<file path="config.mk">
export PLATFORM = sky130hd
export DESIGN_NAME = eaq_cell
export DESIGN_NICKNAME = d
export VERILOG_FILES = /design/src/sv/eaq_pkg.sv /design/src/sv/eaq_cell.sv
export SDC_FILE = /design/constraint.sdc
export NUM_CORES = 1
export LEC_CHECK = 0
export BUFFER_PORTS_ARGS = -buffer_cell sky130_fd_sc_hd__buf_2
export CAP_MARGIN = 20
export CORE_AREA = 2 2 240 242
export CTS_BUF_LIST = sky130_fd_sc_hd__clkbuf_16
export CTS_CLUSTER_SIZE = 14
export DETAILED_ROUTE_END_ITERATION = 7
export DIE_AREA = 0 0 242 244
export GPL_ROUTABILITY_DRIVEN = 0
export PLACE_DENSITY = 0.73
export SLEW_MARGIN = 25
export SYNTH_ARGS = -nofsm -noshare
export SYNTH_HDL_FRONTEND = slang
export SYNTH_SLANG_ARGS = --single-unit
</file>
<file path="constraint.sdc">
create_clock -name clk -period 1.2 [get_ports clk]
set_clock_uncertainty 0.15 [all_clocks]
set_input_delay 0.18 -clock clk [delete_from_list [all_inputs] [get_ports clk]]
set_output_delay 0.18 -clock clk [all_outputs]
set_load 0.03 [all_outputs]
</file>
<file path="src/sv/eaq_pkg.sv">
// Package for the Euler angle to quaternion unit: CORDIC constants and types.
package eaq_pkg;

	localparam int CW = 34;          // CORDIC x/y width, Q2.30 plus margin
	localparam int ZW = 34;          // residual angle width
	localparam int PW = 64;          // product width
	localparam int OW = 16;          // result width
	localparam int MAX_ITER = 32;
	localparam int ADDR_W = 1;
	localparam logic [ADDR_W-1:0] REG_DIRECTION = 1'b0;
	localparam logic signed [CW-1:0] CORDIC_GAIN = 34'sd652032875;

	typedef logic signed [CW-1:0] cord_t;
	typedef logic signed [ZW-1:0] ang_t;

	typedef struct packed {
		cord_t x;
		cord_t y;
		ang_t  z;
	} rot_t;

	// Three rotators travel side by side through the cell chain.
	typedef struct packed {
		rot_t h;
		rot_t p;
		rot_t b;
	} trio_t;

	function automatic ang_t atan_entry(input int i);
		ang_t r;
		case (i)
			0: r = 34'sd1073741824;
			1: r = 34'sd633866811;
			2: r = 34'sd334917815;
			3: r = 34'sd170009512;
			4: r = 34'sd85334662;
			5: r = 34'sd42708931;
			6: r = 34'sd21359677;
			7: r = 34'sd10680490;
			8: r = 34'sd5340326;
			9: r = 34'sd2670174;
			10: r = 34'sd1335088;
			11: r = 34'sd667544;
			12: r = 34'sd333772;
			13: r = 34'sd166886;
			14: r = 34'sd83443;
			15: r = 34'sd41722;
			16: r = 34'sd20861;
			17: r = 34'sd10430;
			18: r = 34'sd5215;
			19: r = 34'sd2608;
			20: r = 34'sd1304;
			21: r = 34'sd652;
			22: r = 34'sd326;
			23: r = 34'sd163;
			24: r = 34'sd81;
			25: r = 34'sd41;
			26: r = 34'sd20;
			27: r = 34'sd10;
			28: r = 34'sd5;
			29: r = 34'sd3;
			30: r = 34'sd1;
			31: r = 34'sd1;
			default: r = '0;
		endcase
		return r;
	endfunction

	function automatic logic signed [OW-1:0] sat_q15(input logic signed [PW-1:0] v);
		logic signed [PW-1:0] r;
		r = (v + (64'sd1 <<< 44)) >>> 45;
		if (r > 64'sd32767) return 16'sh7fff;
		if (r < -64'sd32768) return 16'sh8000;
		return r[OW-1:0];
	endfunction

endpackage

</file>
<file path="src/sv/eaq_cell.sv">
// One CORDIC micro-rotation cell for three angles, registered.
module eaq_cell #(
	parameter int STEP = 0
) (
	input  logic          clk,
	input  logic          arst_n,
	input  logic          en,
	input  logic          vld_in,
	input  eaq_pkg::trio_t d,
	output logic          vld_out,
	output eaq_pkg::trio_t q
);
	import eaq_pkg::*;

	localparam ang_t ATAN = atan_entry(STEP);

	function automatic rot_t rotate(input rot_t r);
		rot_t o;
		cord_t dx;
		cord_t dy;
		dx = r.y >>> STEP;
		dy = r.x >>> STEP;
		if (!r.z[ZW-1]) begin
			o.x = r.x - dx;
			o.y = r.y + dy;
			o.z = r.z - ATAN;
		end else begin
			o.x = r.x + dx;
			o.y = r.y - dy;
			o.z = r.z + ATAN;
		end
		return o;
	endfunction

	always_ff @(posedge clk or negedge arst_n) begin
		if (!arst_n) begin
			vld_out <= 1'b0;
		end else if (en) begin
			vld_out <= vld_in;
		end
	end

	always_ff @(posedge clk) begin
		if (en) begin
			q.h <= rotate(d.h);
			q.p <= rotate(d.p);
			q.b <= rotate(d.b);
		end
	end

endmodule

</file>
==> metrics.csv, run 1 <==
metric;value;unit
status;did not finish;
step where the flow halted;global routing;
stop err;[ERROR GRT-0232] Routing congestion too high. Check the congestion heatmap in the GUI.;
EDFF count, synth;303;
IO buf count;616;
Mapped Nets;3558;
CTS Sinks;304;
Top-Level Pins;617;
share of synthesized registers carrying an async set or reset;0.329;%
H-tree levels;2;
total grt overflow;264;
initial core utilization;46.9;%
hpwl dp;88.4;mm
synth warn;0;
Syn Inst Count;2933;
total track usage;78.0;%
largest net degree at the start of global routing;35;
Main synth FF type;edfxtp_1;
deepest clock path buffer count;3;
cell taking the most area after synthesis;edfxtp_1;
Die Ht;244;um
library cells used by synthesis;89;
Worst-path end type;sequential cell input;
clk root buf;clkbuf_16;
die span in x;242;um
synthesized flop and latch total;304;
ranking of synthesized cells by area;edfxtp_1, ha_1, a21oi_1;
syn_area_per_cell;8.97;sq um
Rows;87;
CTS buffer count;35;
post-GRT worst EP;q[202]$_DFFE_PP_/D;
sequential fraction of the synthesis area;34.7;%
Post-Syn Area;0.0263;sq mm
Yosys top cell area share;34.6;%
cell usage after synthesis (10+ instances only):
cell / number
nor2_1: 231
and3_1: 11
ha_1: 303
xor2_1: 43
buf_1: 25
o211ai_1: 17
buf_2: 27
a21oi_1: 374
o21a_1: 24
o21ai_1: 18
nand2_1: 131
a21o_1: 72
mux2i_1: 44
nand3_1: 28
or3_1: 10
o22ai_1: 15
nor3_1: 61
clkbuf_1: 75
inv_2: 11
a31oi_1: 36
nand2b_1: 20
a211oi_1: 29
xnor2_1: 154
edfxtp_1: 303
o31ai_1: 30
o21ai_0: 178
o21bai_1: 83
nor2b_1: 34
fa_1: 12
a21boi_0: 12
inv_1: 302
nor4_1: 17
nand4_1: 30
routing by layer:
layer | overflow | GRT usage (%)
met5 | 8 | 46.3
met4 | 92 | 76.1
met3 | 19 | 66.7
met2 | 123 | 94.2
met1 | 22 | 75.4
cell families after synthesis:
logic type                 after synthesis  synth area share [%]
AOI/OAI and AO/OA                      998                  23.8
and+or+nand+nor                        624                  11.3
buffers and inverters                  449                  6.60
adders and majority gates              315                  15.3
DFF                                    304                  34.7
xor gates and xnor gates               197                  6.56
muxes                                   46                  1.76
metrics by stage:
step	instances	instance area, sq um	setup slack [ps]
2_1_floorplan	2933	28300	-1810
3_3_place_gp	5210	39400	-2240
3_5_place_dp	5210	39400	-2230
4_1_cts	5467	46600	-1450
what timing repair did:
| item | in CTS |
|---|---|
| gates resized for setup | 1148 |
| buffers inserted | 106 |
| pin swaps | 307 |
| hold buffers | 108 |
| endpoints found under the setup margin | 495 |
| endpoints found under the hold margin | 156 |
==> run 2: changes to the inputs <==
- CORE_AREA: 2 2 240 242 -> unset
- CORE_MARGIN: unset -> 2
- CORE_UTILIZATION: unset -> 38
- CTS_BUF_LIST: sky130_fd_sc_hd__clkbuf_16 -> unset
- CTS_CLUSTER_SIZE: 14 -> unset
- DIE_AREA: 0 0 242 244 -> unset
- PLACE_DENSITY: 0.73 -> unset
- PLACE_DENSITY_LB_ADDON: unset -> 0.15
==> metrics.csv, run 2 <==
metric;value;unit;change
deepest clock path buffer count;3;;unchanged
placed insts;5386;;+3.4%
most common cell after layout, fill and taps aside;buf_4;;
Worst Path Arrival;3090;ps;
failing checks;hold timing, setup timing;;
initial antenna violation count;12;;
Worst Setup End Kind;flip-flop;;
clock-pin slew on the worst setup and hold paths;60;ps;
worst hold path type;in -> reg;;
Top Registers;q (303), vld_out (1);;
Die Area;0.0714;sq mm;
worst-path cell chain;buf_8, ha_4, fa_2, nor2b_4, o311ai_4, o211ai_1, o21ai_2, a21oi_2, o41ai_4, o211ai_2, a221oi_2, buf_4, a31oi_4, xnor2_1;;
Final Non-Filler Cells;5711;;
Post-DRT Antenna Nets;0;;
routed vias/inst;5.20;;
Final WS setup;-1730;ps;
Layout area overhead;78.3;%;
hold_ws;-81.2;ps;
clk_lat worst skew;560;ps;
Yosys top cell area share;34.6;%;unchanged
slowest stage delay, CP;400;ps;
critical path's top delay family;compound AO/OA/AOI/OAI gates;;
status;finished, violations left;;
sequential fraction of the synthesis area;34.7;%;unchanged
most common cell in the netlist;a21oi_1;;
Mapped Nets;3558;;unchanged
TritonRoute pass-1 iters;5;;
cell taking the most area after synthesis;edfxtp_1;;
Die Ht;267;um;+9.5%
mux share of post-synthesis cell area;1.76;%;unchanged
worst-margin pin slew;595;ps;
Leak;0.0214;uW;
Slew HR;59.9;%;
WL final;112;mm;
Reg with most FFs;q;;
Final nets;5373;;
CTS buffer count;36;;+2.9%
Largest register FFs;303;;
syn_area_per_cell;8.97;sq um;unchanged
Rows;96;;+10%
first-pass GRT wire length;163;mm;
Simple-Gate Fraction of Synth Area;11.3;%;unchanged
Power Dens Cells;1070;mW/mm^2;
Crit path buffers/inverters;2;;
largest net degree at the start of global routing;31;;
total design power;50100;uW;
RSZ-0062 raised after global routing;true;;
IO buf count;616;;unchanged
worst-case vdd ir drop;1070;uV;
Synth Area in XOR/XNOR;6.56;%;unchanged
CTS Sinks;304;;unchanged
Adder-Cell Fraction of Synth Area;15.3;%;unchanged
fmax;341;MHz;
Pins Over Slew Limit;0;;
largest family of logic cells by synthesized area;compound AO/OA/AOI/OAI gates;;
Top-Level Pins;617;;unchanged
CTS tree;built;;
H-tree levels;2;;unchanged
area of the core;0.0686;sq mm;
clk root buf;clkbuf_16;;
fin crit share;244;%;
DRC violation count after routing;0;;
synth cell count leaders;a21oi_1, edfxtp_1, ha_1;;
WP data required;1360;ps;
initial core utilization;38.4;%;-8.5 points
hold_buf cts;110;;+1.9%
ranking of synthesized cells by area;edfxtp_1, ha_1, a21oi_1;;
type of origin of the critical path;primary input;;
Main synth FF type;edfxtp_1;;
total grt overflow;0;;
Tmin final;2930;ps;
library cells used by synthesis;89;;unchanged
Synth Area in Compound Gates;23.8;%;unchanged
die span in x;267;um;+10%
Setup Slack @ Placement;-2320;ps;-89.2 ps
vias;29700;;
Setup TNS;-272690;ps;
share of synthesized registers carrying an async set or reset;0.329;%;unchanged
Post-Syn Area;0.0263;sq mm;unchanged
EDFF count, synth;303;;unchanged
final-report hold violation count;2;;
synth warn;0;;unchanged
Crit-path slowest cell;fa_2;;
synthesized flop and latch total;304;;unchanged
CP max FO;4;;
wire per inst;19.6;um;
hpwl dp;85.8;mm;-2.9%
commonest non-fill, non-tap cells in the layout;buf_4, buf_2, edfxtp_1;;
Detailed Route Iter0 Violations;1994;;
max cap viols;0;;
total track usage;29.3;%;
share of cells above drive strength 1;53.5;%;
final setup violation count;500;;
Syn Inst Count;2933;;unchanged
crit path kind;in -> reg;;
vias in the first global route;29900;;
fin util;68.4;%;
-- run 2: cell counts after synthesis --
No cell type changed its count.
-- run 2: cells by family after synthesis --
| kind of cell | count (synthesis) |
|---|---|
| DFF | 304 |
| buffers and inverters | 449 |
| adders and majority gates | 315 |
| xor gates and xnor gates | 197 |
| muxes | 46 |
| and+or+nand+nor | 624 |
| AOI/OAI and AO/OA | 998 |
-- run 2: per-stage QoR --
| step | hold WS [ps] | instance area [sq um] |
|---|---|---|
| after floorplan | -266 | 28300 |
| after global placement | -193 | 39600 |
| after detailed placement | -189 | 39600 |
| after CTS | -113 | 45000 |
| after global routing | -94.9 | 46900 |
| final | -81.2 | 46900 |
-- run 2: area by class of cell --
class	instances	area [sq um]
fillers	5291	21700
multi-input cells	2180	19700
repair buffers	1910	14200
flip-flops and latches	304	9120
inverters	316	1430
well taps	931	1160
clock buffers	42	945
clock inverters	24	253
diodes	4	10.0
-- run 2: repair_timing --
| action | CTS | global route |
|---|---|---|
| pin swaps | 315 | 231 |
| endpoints found under the hold margin | 159 | 2 |
| buffers inserted | 104 | 74 |
| setup endpoints to repair | 492 | 537 |
| resized for setup | 513 | 339 |
-- run 2: final timing paths --
kind | from | cells past startpoint | slack (ps) | endpoint
min | d[31] | 2 | -80 | q[31]
min reg2reg | vld_out | 1 | 380 | vld_out
max reg2reg | vld_out | 1 | 300 | vld_out
max in group asynchronous | arst_n | 3 | 480 | vld_out
min in group asynchronous | arst_n | 3 | 320 | vld_out
max | d[238] | 14 | -1730 | q[268]
-- run 2: power by group --
group | switching, uW | leakage [uW] | internal (uW) | total (uW)
logic | 13600 | 0.0178 | 10900 | 24500
clock network | 4760 | 0.000568 | 6570 | 11300
registers | 571 | 0.00298 | 13700 | 14300
-- run 2: metal layers --
layer  up-vias  routed length, um  GRT usage [%]
met3       277               7990           5.53
met5         -                 87              0
met4        14               4750           11.1
met2      1115              54900           51.6
li1      14100                  -              -
met1     14200              44300           35.4
Power figures use the tool's default switching activity.
